`config.mk`:
```
export PLATFORM = sky130hd
export DESIGN_NAME = bpfc_cell
export DESIGN_NICKNAME = d
export VERILOG_FILES = /design/src/rtl/bpfc_pkg.sv /design/src/rtl/bpfc_cell.sv
export SDC_FILE = /design/constraint.sdc
export NUM_CORES = 1
export LEC_CHECK = 0
export BUFFER_PORTS_ARGS = -buffer_cell sky130_fd_sc_hd__buf_2
export CORE_MARGIN = 3
export CORE_UTILIZATION = 35
export CTS_BUF_LIST = sky130_fd_sc_hd__clkbuf_2 sky130_fd_sc_hd__clkbuf_4 sky130_fd_sc_hd__clkbuf_8
export DETAILED_ROUTE_END_ITERATION = 12
export HOLD_SLACK_MARGIN = 0.12
export PLACE_DENSITY_LB_ADDON = 0.2
export SYNTH_ARGS = -nofsm -noshare
export SYNTH_HDL_FRONTEND = slang
export SYNTH_SLANG_ARGS = --single-unit
```
`constraint.sdc`:
```
create_clock -name clk -period 6.8 [get_ports clk]
set_input_delay 1.7 -clock clk [delete_from_list [all_inputs] [get_ports clk]]
set_output_delay 1.7 -clock clk [all_outputs]
set_load 0.1 [all_outputs]
```
`src/rtl/bpfc_pkg.sv`:
```
package bpfc_pkg;

  localparam int CW = 24;
  localparam int AW = 16;
  localparam int CORDIC_STEPS = 31;
  localparam int SQRT_STEPS = CW + 1;
  localparam int NCELLS = (CORDIC_STEPS > SQRT_STEPS) ? CORDIC_STEPS : SQRT_STEPS;
  localparam int SCALE_SH = 56 - CW;
  localparam int XW = 60;
  localparam int ZW = 34;
  localparam int RW = CW + 1;
  localparam int NW = 2 * CW + 2;
  localparam int HS = 32 - AW;

  typedef struct packed {
    logic signed [CW-1:0] corner0_x;
    logic signed [CW-1:0] corner0_y;
    logic signed [CW-1:0] corner1_x;
    logic signed [CW-1:0] corner1_y;
    logic signed [CW-1:0] corner2_x;
    logic signed [CW-1:0] corner2_y;
  } corners_t;

  typedef struct packed {
    logic signed [CW-1:0] center_x;
    logic signed [CW-1:0] center_y;
    logic signed [AW-1:0] heading;
    logic [RW-1:0]        length_first_side;
    logic [RW-1:0]        length_second_side;
  } pose_t;

  typedef struct packed {
    logic signed [XW-1:0] x;
    logic signed [XW-1:0] y;
    logic signed [ZW-1:0] z;
    logic [NW-1:0]        rem1;
    logic [NW-1:0]        rem2;
    logic [RW-1:0]        r1;
    logic [RW-1:0]        r2;
    logic signed [CW-1:0] cx;
    logic signed [CW-1:0] cy;
  } cell_t;

  // atan(2^-i) in units of pi/2^31
  function automatic logic [31:0] bpfc_atan(input int i);
    logic [31:0] t;
    unique case (i)
      0: t = 32'd536870912;
      1: t = 32'd316933406;
      2: t = 32'd167458907;
      3: t = 32'd85004756;
      4: t = 32'd42667331;
      5: t = 32'd21354465;
      6: t = 32'd10680862;
      7: t = 32'd5340245;
      8: t = 32'd2670163;
      9: t = 32'd1335087;
      10: t = 32'd667544;
      11: t = 32'd333772;
      12: t = 32'd166886;
      13: t = 32'd83443;
      14: t = 32'd41721;
      15: t = 32'd20860;
      16: t = 32'd10430;
      17: t = 32'd5215;
      18: t = 32'd2607;
      19: t = 32'd1303;
      20: t = 32'd651;
      21: t = 32'd325;
      22: t = 32'd162;
      23: t = 32'd81;
      24: t = 32'd40;
      25: t = 32'd20;
      26: t = 32'd10;
      27: t = 32'd5;
      28: t = 32'd2;
      29: t = 32'd1;
      30: t = 32'd1;
      default: t = 32'd0;
    endcase
    return t;
  endfunction

endpackage

```
`src/rtl/bpfc_cell.sv`:
```
module bpfc_cell import bpfc_pkg::*; #(
  parameter int STEP = 0
) (
  input  logic  clk,
  input  logic  rst,
  input  logic  adv,
  input  logic  vin,
  input  cell_t din,
  output logic  vout,
  output cell_t dout
);

  localparam bit DO_ROT = (STEP < CORDIC_STEPS);
  localparam bit DO_SQRT = (STEP <= CW);
  localparam int B = DO_SQRT ? (CW - STEP) : 0;
  localparam int SH = DO_ROT ? STEP : 0;
  localparam logic signed [ZW-1:0] ANG = ZW'(bpfc_atan(STEP));

  logic signed [XW-1:0] xs, ys;
  logic [NW:0]          t1, t2;
  cell_t                d_next;

  always_comb begin
    d_next = din;
    xs = din.x >>> SH;
    ys = din.y >>> SH;
    t1 = ({(NW+1-RW)'(0), din.r1} << (B + 1)) + ((NW+1)'(1) << (2 * B));
    t2 = ({(NW+1-RW)'(0), din.r2} << (B + 1)) + ((NW+1)'(1) << (2 * B));
    if (DO_ROT) begin
      if (!din.y[XW-1] && din.y != '0) begin
        d_next.x = din.x + ys;
        d_next.y = din.y - xs;
        d_next.z = din.z + ANG;
      end else if (din.y[XW-1]) begin
        d_next.x = din.x - ys;
        d_next.y = din.y + xs;
        d_next.z = din.z - ANG;
      end
    end
    // one root bit per cell, remainder kept as n - r^2
    if (DO_SQRT) begin
      if ({1'b0, din.rem1} >= t1) begin
        d_next.rem1 = din.rem1 - t1[NW-1:0];
        d_next.r1   = din.r1 | (RW'(1) << B);
      end
      if ({1'b0, din.rem2} >= t2) begin
        d_next.rem2 = din.rem2 - t2[NW-1:0];
        d_next.r2   = din.r2 | (RW'(1) << B);
      end
    end
  end

  always_ff @(posedge clk) begin
    if (rst) begin
      vout <= 1'b0;
    end else if (adv) begin
      vout <= vin;
    end
  end

  always_ff @(posedge clk) begin
    if (adv) begin
      dout <= d_next;
    end
  end

endmodule

```
==> results.yml <==
synthesis:
  synth.avg_cell_area_sq_um: 9.65
  async_flop_share_pct: 0
  ys.flop_type: "edfxtp_1"
  yosysSeqAreaShare_pct: 40.9
  ys_ff_latch: 353
  ys_types: 96
  synth_edf_count: 352
  netlist_area_sq_um: 25900
  yosys_warnings: 0
  synth_fp_nets: 3276
  synthCells: 2684
sta:
  setup_tns_ns: 0
  max-slew-margin-rel_pct: 8.14
  maxSlewViolCount: 0
  rsz0062_at_grt: "false"
  max_freq_ghz: 0.190
  finClkSkew_ns: 0
  tightest_slew_ns: 1.37
  hold_viol_final: 0
  period_share_pct: 77.6
  hold_slack_ns: 0.494
  setup_violations: 0
  worst_slack_ns: 1.52
  fin_crit_ns: 5.28
clock_tree:
  holdBufCountCts: 0
  cts_sinks: 353
  htreeDepth: 3
  path_clk_slew_ns: 0.05
  numCtsBuffers: 69
  cts_tree: "done"
  cts_resized: 0
  cts_setup_buffers: 0
  insertion_delay_ns: 0.65
  cts_max_path_buffers: 3
  cts-root-buf: "clkbuf_8"
floorplanning:
  fp.dieH_microns: 278
  core_area_sq_um: 73100
  initial_utilization_pct: 35.4
  rows: 99
  ios: 709
  dieArea_sq_um: 77300
  die_w_microns: 278
setup_path:
  critical_path_class: "in -> reg"
  end_kind: "flip-flop"
  worst_path_dominant_cell_family: "compound AO/OA/AOI/OAI gates"
  path_cells: "buf_2 -> ha_1 -> inv_1 -> fa_1 -> o21bai_1 -> a2111oi_1 -> or4_1 -> nand3_1 -> a21o_2 -> a31oi_2 -> o41ai_2 -> a21oi_2 -> o31ai_2 -> o22ai_1 -> mux2_2"
  cp_max_fo: 4
  critPathLaunchType: "primary input"
  required_ns: 7.22
  critPathBufInv: 2
  cp_slowest_cell: "o41ai_2"
  max_stage_delay_ns: 0.59
  arrival_ns: 5.70
pwr:
  powerDensity_nw_per_um2: 278
  cellLeakagePower_nw: 13.7
  clkPwrFrac_pct: 24.1
  p_sw_share_pct: 47.1
  intPower_mw: 4.68
  combPwrFrac_pct: 44.4
  vdd_ir_drop_max_mv: 0.201
  pwr-share-seq_pct: 31.5
  netSwitchingPower_mw: 4.17
cells_and_area:
  final_common_cell: "buf_2"
  layout.nets: 3967
  area.growth.synth_to_final_pct: 22.7
  drive_gt1_share_pct: 26.0
  final_cell_mix: "buf_2, edfxtp_1, a21oi_1"
  final_util_pct: 43.5
drt:
  drt_pass1_iterations: 6
  drc: 0
  wl_microns: 113000
  avgViaCountPerCell: 5.61
  wl_per_cell_microns: 25.7
  drt_iter0_drc: 2348
  postRouteAntennaNets: 0
  vias: 24600
global_routing:
  antenna_found_initial: 27
  grtUsageTotal_pct: 27.8
  grt_max_degree: 144
  grt_pass1_wl_microns: 160000
  grt_pass1_vias: 23500
  gr-total-overflow: 0
outcome:
  status: "finished, final reports clean"
placement:
  port_buffers: 708
  pre_cts_ws_ns: 0.931
  gp_congestion: 0.984
  hpwl_microns: 90100
job:
  cap_violations: 0
min_path:
  min_path_type: "reg -> reg"
## cell type report
| class | count | area, sq um |
|---|---|---|
| diodes | 8 | 20.0 |
| clock buffers | 86 | 1080 |
| clock inverters | 32 | 239 |
| fillers | 7301 | 41300 |
| inverters | 247 | 927 |
| multi-input cells | 1971 | 14000 |
| flip-flops and latches | 353 | 10600 |
| well taps | 959 | 1200 |
| repair buffers | 733 | 3780 |
## metrics by stage
| stage | power (mW) | instance area, sq um | cells |
|---|---|---|---|
| after global routing | 9.21 | 31800 | 4384 |
| final | 8.85 | 31800 | 4389 |
| after CTS | 8.92 | 31800 | 4381 |
| after floorplan | 5.77 | 25900 | 2684 |
| after detailed placement | 6.72 | 30400 | 4263 |
| after global placement | 6.74 | 30400 | 4263 |
## worst min-delay path, stage by stage, from the launching register on
cell	delay (ns)
dfxtp_1	0.32
mux2i_1	0.07
nor2_1	0.07
## logic make-up (layout without fill, tap and decap cells)
logic type / count (synthesis) / after routing / share of synthesized area, %
AND/OR/NAND/NOR: 643 / 643 / 12.2
multiplexers: 53 / 53 / 2.27
buffers and inverters: 360 / 1098 / 5.35
other: 0 / 8 / 0
flip-flops: 353 / 353 / 40.9
AO/OA/AOI/OAI: 862 / 862 / 21.8
adder cells (fa/ha/maj): 236 / 236 / 11.5
XOR/XNOR: 177 / 177 / 5.98
## power groups by stage
stage / sequential [mW] / combinational, mW / clock (mW)
floorplan: 4.59 / 1.18 / 0
global placement: 2.83 / 3.91 / 0
detailed placement: 2.83 / 3.89 / 0
CTS: 2.79 / 3.91 / 2.22
global route: 2.81 / 4.09 / 2.31
finish: 2.79 / 3.93 / 2.13
## routing by layer
| layer | wire (microns) | global-route usage [%] |
|---|---|---|
| met2 | 55700 | 48.8 |
| met4 | 3750 | 9.21 |
| met3 | 8940 | 5.98 |
| met5 | 138 | 0 |
| met1 | 44300 | 33.9 |
## worst paths after layout
check	from	slack [ns]	cells after the start	endpoint
max	din[232]	1.52	15	dout[290]$_DFFE_PP_
min	vout$_SDFFE_PP0P_	0.49	2	vout$_SDFFE_PP0P_
max reg2reg	vout$_SDFFE_PP0P_	6.22	2	vout$_SDFFE_PP0P_
min reg2reg	vout$_SDFFE_PP0P_	0.49	2	vout$_SDFFE_PP0P_
## registers in the layout, summed over array words and instances, names as in the netlist
signal,count
vout,1
dout,352
## synthesized netlist by cell type (all sizes together) (9+ instances only)
master	instances	area [sq um]
a21oi	246	1240
buf	39	179
nand2	149	559
nand2b	26	163
a221oi	19	166
nor2	183	689
a31oi	23	156
or4	14	109
a21o	62	467
nand3	42	210
o21a	28	210
xor2	36	315
a211oi	19	143
o21bai	47	353
mux2	47	529
edfxtp	352	10600
and2	12	77.6
ha	231	2890
a2111oi	9	87.6
xnor2	141	1230
nor4	48	307
o211ai	16	120
o21ai	179	907
and3	13	81.3
nor2b	31	196
o22ai	37	231
o221ai	28	251
o31ai	18	145
nor3	41	210
or2	15	93.8
nand4	36	225
or3	16	100
a22oi	32	240
clkbuf	74	279
inv	243	912
Power figures use the tool's default switching activity.
