[src/rtl/bpfc_pkg.sv]
package bpfc_pkg;

  localparam int CW = 24;
  localparam int AW = 16;
  localparam int CORDIC_STEPS = 31;
  localparam int SQRT_STEPS = CW + 1;
  localparam int NCELLS = (CORDIC_STEPS > SQRT_STEPS) ? CORDIC_STEPS : SQRT_STEPS;
  localparam int SCALE_SH = 56 - CW;
  localparam int XW = 60;
  localparam int ZW = 34;
  localparam int RW = CW + 1;
  localparam int NW = 2 * CW + 2;
  localparam int HS = 32 - AW;

  typedef struct packed {
    logic signed [CW-1:0] corner0_x;
    logic signed [CW-1:0] corner0_y;
    logic signed [CW-1:0] corner1_x;
    logic signed [CW-1:0] corner1_y;
    logic signed [CW-1:0] corner2_x;
    logic signed [CW-1:0] corner2_y;
  } corners_t;

  typedef struct packed {
    logic signed [CW-1:0] center_x;
    logic signed [CW-1:0] center_y;
    logic signed [AW-1:0] heading;
    logic [RW-1:0]        length_first_side;
    logic [RW-1:0]        length_second_side;
  } pose_t;

  typedef struct packed {
    logic signed [XW-1:0] x;
    logic signed [XW-1:0] y;
    logic signed [ZW-1:0] z;
    logic [NW-1:0]        rem1;
    logic [NW-1:0]        rem2;
    logic [RW-1:0]        r1;
    logic [RW-1:0]        r2;
    logic signed [CW-1:0] cx;
    logic signed [CW-1:0] cy;
  } cell_t;

  // atan(2^-i) in units of pi/2^31
  function automatic logic [31:0] bpfc_atan(input int i);
    logic [31:0] t;
    unique case (i)
      0: t = 32'd536870912;
      1: t = 32'd316933406;
      2: t = 32'd167458907;
      3: t = 32'd85004756;
      4: t = 32'd42667331;
      5: t = 32'd21354465;
      6: t = 32'd10680862;
      7: t = 32'd5340245;
      8: t = 32'd2670163;
      9: t = 32'd1335087;
      10: t = 32'd667544;
      11: t = 32'd333772;
      12: t = 32'd166886;
      13: t = 32'd83443;
      14: t = 32'd41721;
      15: t = 32'd20860;
      16: t = 32'd10430;
      17: t = 32'd5215;
      18: t = 32'd2607;
      19: t = 32'd1303;
      20: t = 32'd651;
      21: t = 32'd325;
      22: t = 32'd162;
      23: t = 32'd81;
      24: t = 32'd40;
      25: t = 32'd20;
      26: t = 32'd10;
      27: t = 32'd5;
      28: t = 32'd2;
      29: t = 32'd1;
      30: t = 32'd1;
      default: t = 32'd0;
    endcase
    return t;
  endfunction

endpackage

[src/rtl/bpfc_back.sv]
module bpfc_back import bpfc_pkg::*; (
  input  logic  clk,
  input  logic  rst,
  input  logic  adv,
  input  logic  vin,
  input  cell_t din,
  output logic  vout,
  output pose_t dout
);

  localparam logic signed [ZW-1:0] HMAX = ZW'((64'sd1 <<< (AW - 1)) - 1);
  localparam logic signed [ZW-1:0] HMIN = -(ZW'(1) <<< (AW - 1));

  logic signed [ZW-1:0] zr, h;
  pose_t                d_next;

  always_comb begin
    zr = din.z + (ZW'(1) <<< (HS - 1));
    h  = zr >>> HS;
    d_next.center_x = din.cx;
    d_next.center_y = din.cy;
    if (h > HMAX) begin
      d_next.heading = HMAX[AW-1:0];
    end else if (h < HMIN) begin
      d_next.heading = HMIN[AW-1:0];
    end else begin
      d_next.heading = h[AW-1:0];
    end
    // round to nearest: n - r^2 > r
    d_next.length_first_side  = (din.rem1 > NW'(din.r1)) ? din.r1 + RW'(1) : din.r1;
    d_next.length_second_side = (din.rem2 > NW'(din.r2)) ? din.r2 + RW'(1) : din.r2;
  end

  always_ff @(posedge clk) begin
    if (rst) begin
      vout <= 1'b0;
    end else if (adv) begin
      vout <= vin;
    end
  end

  always_ff @(posedge clk) begin
    if (adv) begin
      dout <= d_next;
    end
  end

endmodule
[config.mk]
export PLATFORM = sky130hd
export DESIGN_NAME = bpfc_back
export DESIGN_NICKNAME = d
export VERILOG_FILES = /design/src/rtl/bpfc_pkg.sv /design/src/rtl/bpfc_back.sv
export SDC_FILE = /design/constraint.sdc
export NUM_CORES = 1
export LEC_CHECK = 0
export BUFFER_PORTS_ARGS = -buffer_cell sky130_fd_sc_hd__buf_2
export CORE_AREA = 2 2 184 186
export DETAILED_ROUTE_END_ITERATION = 10
export DIE_AREA = 0 0 186 188
export PLACE_DENSITY = 0.54
export SKIP_CTS_REPAIR_TIMING = 1
export SLEW_MARGIN = 10
export SYNTH_ARGS = -nofsm -noshare
export SYNTH_HDL_FRONTEND = slang
export SYNTH_SLANG_ARGS = --single-unit
[constraint.sdc]
create_clock -name clk -period 2.5 [get_ports clk]
set_input_delay 0.125 -clock clk [delete_from_list [all_inputs] [get_ports clk]]
set_output_delay 0.125 -clock clk [all_outputs]
set_load 0.01 [all_outputs]
==> results of run 1 <==
-- logic make-up after synthesis --
kind of cell	Yosys count
AO/OA/AOI/OAI	57
XOR/XNOR	62
adder cells (fa/ha/maj)	53
buffers and inverters	67
flip-flops	115
multiplexers	5
AND/OR/NAND/NOR	195
-- path summary, 6_finish.rpt --
| kind | start | to | slack, ns | cells after the start |
|---|---|---|---|---|
| hold reg to reg | vout | vout | 1.05 | 3 |
| hold / removal | din[49] | dout[1] | 0.05 | 2 |
| setup reg to reg | vout | vout | 1.36 | 3 |
| setup / recovery | din[96] | dout[37] | 0.23 | 12 |
-- synth_stat cells, types with 2 or more instances --
cell and instances:
buf_2 8, a211oi_1 3, and4_1 5, o21ai_1 10, a21oi_1 15, mux2i_1 2
nor4_1 27, a21o_1 8, inv_1 55, nand4_1 24, nand3_1 29, ha_1 53
or4_1 4, xor2_1 6, mux2_1 2, nor3_2 2, xnor2_1 56, edfxtp_1 114
and3_1 3, nor3_1 26, nand2_1 28, nor2_1 24, o21ai_0 9, nor4b_1 2
nor2b_1 3, and2_1 2, nor4_2 8
-- stage by stage --
stage	cell area [um2]	setup slack, ns	util
after floorplan	6470	0.291	-
after global placement	9220	-0.324	0.278
after detailed placement	9220	-0.412	0.278
after CTS	9820	0.0332	0.297
after global routing	10300	0.0108	0.312
final	10300	0.229	0.312
-- registers in the layout, indices dropped and copies added, names as in the netlist --
| signal | flops |
|---|---|
| vout | 1 |
| dout | 114 |
-- per-layer routing --
| metal | vias to the layer above | GRT usage |
|---|---|---|
| met4 | 0 | 0.0460 |
| met5 | - | 0 |
| li1 | 3016 | - |
| met3 | 19 | 0.0340 |
| met2 | 253 | 0.199 |
| met1 | 2809 | 0.175 |
-- final cells by class --
type / instances / area, um2 / share of cell area
Sequential cell: 115 / 3440 / 0.333
Clock buffer: 17 / 425 / 0.0412
Clock inverter: 15 / 175 / 0.0169
Inverter: 55 / 206 / 0.0200
Multi-Input combinational cell: 372 / 2760 / 0.267
Timing Repair Buffer: 459 / 2760 / 0.267
Antenna cell: 3 / 7.51 / 0.000726
Tap cell: 448 / 561 / 0.0542
-- power breakdown --
part           leakage [nW]  switching (mW)  internal [mW]
clock                 0.291           0.985           1.49
combinational          3.08           0.502          0.477
sequential             1.12          0.0552           2.30
total                  4.50            1.54           4.28
==> impl_metrics.env, run 1 <==
export IMPL_cts_tree="built"
export IMPL_nets=1429
export IMPL_synth_xor_xnor_area_share=0.0839
export IMPL_final_common_cell="buf_2"
export IMPL_cts_sinks=115
export IMPL_numPortBuffers=335
export IMPL_yosysSeqAreaShare=0.532
export IMPL_fin_crit_ns=2.27
export IMPL_yosys_area_share_adder=0.103
export IMPL_dp_cells=1399
export IMPL_grt_pass1_wl_um=33600
export IMPL_drt_met1_wl_um=10800
export IMPL_async_flop_share=0
export IMPL_ctsLongestPathBuffers=2
export IMPL_die_w_um=186
export IMPL_grt_pass1_vias=6069
export IMPL_final_cell_mix="buf_2, edfxtp_1, buf_4"
export IMPL_timing_final_crit_share=0.909
export IMPL_power_density_mw_per_mm2=563
export IMPL_synth_edf_count=114
export IMPL_startpoint_type="input port"
export IMPL_path_max_fanout=6
export IMPL_drv_slew=0
export IMPL_yosys_register_bits=115
export IMPL_routed_top_layer="met4"
export IMPL_synthSimpleGateAreaFrac=0.175
export IMPL_globalRouteOverflowTotal=0
export IMPL_slowest_stage="a2111oi_2"
export IMPL_cp_num_buf_inv=5
export IMPL_netlist_area_leader_share=0.529
export IMPL_gp_congestion=0.826
export IMPL_drc_errors=0
export IMPL_maxCapViolations=0
export IMPL_power_leakage_nw=4.50
export IMPL_synth_mux_area_frac=0.00832
export IMPL_grt_max_degree=48
export IMPL_arrival_ns=2.45
export IMPL_setup_violations=0
export IMPL_rsz0062_at_grt="false"
export IMPL_worst_slew_pin_slew_ns=0.536
export IMPL_ys_types=53
export IMPL_synth_top_family_by_area="simple AND/OR/NAND/NOR gates"
export IMPL_dr_wl_met2_um=10200
export IMPL_cp_common_cell="buf_4"
export IMPL_dr_first_iter_drc_count=211
export IMPL_synth_flop_cell="edfxtp_1"
export IMPL_cts_root_buffer="clkbuf_16"
export IMPL_clkTransAtPathRegs_ns=0.06
export IMPL_clock_latency_ns=0.42
export IMPL_crit_family="compound AO/OA/AOI/OAI gates"
export IMPL_synthCells=554
export IMPL_vias_per_cell=4.11
export IMPL_firstDrtPassIters=4
export IMPL_skew_ns=0
export IMPL_relSlewSlack=0.643
export IMPL_synth_area_leaders="edfxtp_1, ha_1, xnor2_1"
export IMPL_wl_per_cell_um=15.6
export IMPL_antenna_found_initial=4
export IMPL_ios=471
export IMPL_synth_fp_nets=963
export IMPL_required_ns=2.68
export IMPL_grt_total_usage=0.130
export IMPL_cts_buffers=17
export IMPL_fill_cells=3451
export IMPL_yosysWarnings=0
export IMPL_drtAntennaViolNets=0
export IMPL_synth_area_leader_cell="edfxtp_1"
export IMPL_dp_hpwl_um=19100
export IMPL_met3_length_um=1760
export IMPL_syn_cell_area_mm2=0.00647
export IMPL_fp_dieH_um=188
export IMPL_finalHoldViolations=0
export IMPL_core_mm2=0.0331
export IMPL_power_mw=5.82
export IMPL_drive_above_1_share=0.444
export IMPL_hold_class="input port to register"
export IMPL_fmax_mhz=440
export IMPL_setup_worst_path_class="input port to register"
export IMPL_setup_worst_path_end_class="register"
export IMPL_syn_avg_cell_area_um2=11.7
export IMPL_finalSetupTns_ns=0
export IMPL_fin_hold_ws_ns=0.0457
export IMPL_wl_um=23100
export IMPL_start_util=0.195
export IMPL_max_stage_delay_ns=0.40
export IMPL_finalNonFillerCells=1484
export IMPL_rows=67
export IMPL_synth_compound_area_share=0.0559
export IMPL_areaGrowthSynthToFinish_pct=59.8
export IMPL_status="complete, no violations"
export IMPL_cp_cell_sequence="buf_2, inv_1, ha_1, a21o_1, a2111oi_2, o21ai_1, buf_4, nor4_4, buf_4, nor4_1, xnor2_1, buf_4"
export IMPL_dieArea_mm2=0.0350
export IMPL_vias=6097
export IMPL_ir_drop_uv=368
export IMPL_cts_htree_levels=4
Power figures use the tool's default switching activity.
==> inputs of run 2 (changes only) <==
Settings changed: ABC_AREA from default to 1, CORE_AREA 2 2 184 186 to 2 2 182 184, DIE_AREA 0 0 186 188 to 0 0 184 186, GPL_ROUTABILITY_DRIVEN from default to 1, PLACE_DENSITY 0.54 to 0.58.
==> run 2 against run 1 <==
Compared with the run above: flip-flop and latch count did not move; first-iteration DRC count increased by 89%; via count is 20% higher; clock power down 2%; design area grew 5.1%; global-route usage is 1.7 points higher; sequential power hardly changed; count of clock-buffer cells in the layout rose by 3; sequential share of layout area is 1.6 points lower; largest power group unchanged.
==> impl_metrics.env, run 2 <==
export IMPL_rr_worst_depth=3
export IMPL_synth_most_common_cell="nand2_1"
export IMPL_met3_usage=0.0360
export IMPL_clock_latency_ns=0.41
export IMPL_clkPwrFrac=0.415
export IMPL_cts_buffers=17
export IMPL_top_regs="dout: 114 flops, vout: 1 flops"
export IMPL_cp_depth=15
export IMPL_cts_tree="built"
export IMPL_largest_register="dout"
export IMPL_cp_cell_sequence="buf_2, inv_1, ha_1, nand2_1, nor2_1, nand2_1, nor2_1, nor2_1, nand2_1, nand2_1, nand2_1, nand2_1, buf_4, nand2_1, nand2_1"
export IMPL_timing_final_crit_share=0.679
export IMPL_yosysSeqAreaShare=0.455
export IMPL_vias_per_cell=4.28
export IMPL_final_common_cell="buf_2"
export IMPL_finalHoldViolations=0
export IMPL_cp_num_buf_inv=3
export IMPL_syn_avg_cell_area_um2=8.53
export IMPL_synth_flop_cell="edfxtp_1"
export IMPL_grt_pass1_wl_um=37500
export IMPL_dr_first_iter_drc_count=399
export IMPL_core_mm2=0.0322
export IMPL_skew_ns=0
export IMPL_path_max_fanout=25
export IMPL_largest_reg_flops=114
export IMPL_synth_fp_nets=1297
export IMPL_globalRouteOverflowTotal=0
export IMPL_r2r_end="vout"
export IMPL_synthCells=888
export IMPL_reg2reg_slack_ns=1.33
export IMPL_timing_rr_start="vout"
export IMPL_switchingPower_mw=1.54
export IMPL_slowest_stage="ha_1"
export IMPL_yosysWarnings=0
export IMPL_antenna_found_initial=1
export IMPL_wl_um=26100
export IMPL_ios=471
export IMPL_synth_compound_area_share=0.0190
export IMPL_synth_xor_xnor_area_share=0.0728
export IMPL_gp_congestion=0.891
export IMPL_areaGrowthSynthToFinish_pct=43.4
export IMPL_final_cell_mix="buf_2, nand2_1, edfxtp_1"
export IMPL_yosys_register_bits=115
export IMPL_rsz0062_at_grt="false"
export IMPL_drtAntennaViolNets=0
export IMPL_dieArea_mm2=0.0342
export IMPL_finalSetupTns_ns=0
export IMPL_synth_mux_area_frac=0.00132
export IMPL_fmax_mhz=589
export IMPL_vias=7305
export IMPL_swShare=0.265
export IMPL_max_stage_delay_ns=0.29
export IMPL_cts_sinks=115
export IMPL_hold_class="input port to register"
export IMPL_fill_cells=3340
export IMPL_insertedDiodeCount=0
export IMPL_status="complete, no violations"
export IMPL_fin_crit_ns=1.70
export IMPL_power_frac_comb=0.182
export IMPL_ys_types=38
export IMPL_drc_errors=0
export IMPL_drive_above_1_share=0.320
export IMPL_use_met1=0.202
export IMPL_cts_root_buffer="clkbuf_16"
export IMPL_setup_worst_path_class="input port to register"
export IMPL_rows=66
export IMPL_maxCapViolations=0
export IMPL_synth_common_cells="nand2_1, edfxtp_1, nor2_1, inv_1, nand3_1"
export IMPL_met2_usage=0.227
export IMPL_power_frac_seq=0.403
export IMPL_firstDrtPassIters=5
export IMPL_arrival_ns=1.84
export IMPL_netlist_area_leader_share=0.452
export IMPL_start_util=0.235
export IMPL_p_int_mw=4.28
export IMPL_relSlewSlack=0.631
export IMPL_setup_worst_path_end_class="register"
export IMPL_nets=1696
export IMPL_syn_cell_area_mm2=0.00758
export IMPL_ir_drop_uv=427
export IMPL_synth_edf_count=114
export IMPL_gr_max_usage_layer="met2"
export IMPL_worst_slew_pin_slew_ns=0.551
export IMPL_async_flop_share=0
export IMPL_grt_total_usage=0.146
export IMPL_ctsLongestPathBuffers=2
export IMPL_synth_area_leaders="edfxtp_1, nand2_1, ha_1"
export IMPL_synthSimpleGateAreaFrac=0.303
export IMPL_required_ns=2.65
export IMPL_wl_per_cell_um=15.3
export IMPL_crit_start="din[61]"
export IMPL_drv_slew=0
export IMPL_power_leakage_nw=5.26
export IMPL_power_density_mw_per_mm2=536
export IMPL_fp_dieH_um=186
export IMPL_setup_violations=0
export IMPL_crit_family="simple AND/OR/NAND/NOR gates"
export IMPL_synth_area_leader_cell="edfxtp_1"
export IMPL_numPortBuffers=335
export IMPL_grt_max_degree=55
export IMPL_crit_path_end="dout[15]"
export IMPL_cp_common_cell="nand2_1"
export IMPL_grt_pass1_vias=6665
export IMPL_dp_hpwl_um=21200
export IMPL_clkTransAtPathRegs_ns=0.05
export IMPL_startpoint_type="input port"
export IMPL_die_w_um=184
export IMPL_cts_htree_levels=4
export IMPL_fin_hold_ws_ns=0.0122
export IMPL_yosys_area_share_adder=0.0875
export IMPL_synth_top_family_by_area="simple AND/OR/NAND/NOR gates"
[run 2: cell families (layout without fill, tap and decap cells)]
group,after synthesis,after routing
mux,1,1
xor+xnor,60,60
buf+inv,112,524
simple gates,522,522
flops,115,115
fa+ha+maj,53,53
compound gates,25,25
[run 2: cell type report]
type	count	area, um2	area share
inverter	98	368	0.0339
multi-input combinational	661	3670	0.338
timing repair buffer	394	2280	0.210
tap	408	510	0.0470
sequential	115	3440	0.317
clock buffer	20	457	0.0420
clock inverter	12	133	0.0122
[run 2: how the worst min path moves through the flow]
stage	from	endpoint	slack (ns)	depth (start not counted)
floorplan	rst	vout	0.20	1
global placement	rst	vout	0.28	2
detailed placement	rst	vout	0.29	2
CTS	rst	vout	-0.16	2
global route	din[67]	dout[19]	0.001	3
finish	din[67]	dout[19]	0.01	3
[run 2: power by group through the flow]
stage / registers [mW] / logic (mW) / clock network (mW)
final: 2.34 / 1.06 / 2.42
after global placement: 2.38 / 0.992 / 0
after detailed placement: 2.38 / 1.00 / 0
after CTS: 2.35 / 1.01 / 2.49
after floorplan: 2.47 / 0.361 / 0
after global routing: 2.36 / 1.19 / 2.58
[run 2: worst min-delay path: stages]
cell and delay [ns]:
buf_2 0.09, nand2_1 0.05, nand2_1 0.05
[run 2: metal layers]
layer	part of all wire	wire, um	vias up
met5	0	0	-
met4	0.011	280	0
met3	0.063	1640	20
met2	0.45	11600	259
met1	0.48	12500	3316
li1	-	-	3710
[run 2: stage by stage]
step | util | instance area, um2 | setup slack (ns) | power (mW) | cells
detailed placement | 0.303 | 9770 | 0.366 | 3.39 | 1626
CTS | 0.322 | 10400 | 0.808 | 5.85 | 1658
floorplan | - | 7580 | 0.731 | 2.84 | 888
global placement | 0.303 | 9770 | 0.381 | 3.37 | 1626
global route | 0.337 | 10900 | 0.596 | 6.13 | 1708
finish | 0.337 | 10900 | 0.803 | 5.82 | 1708
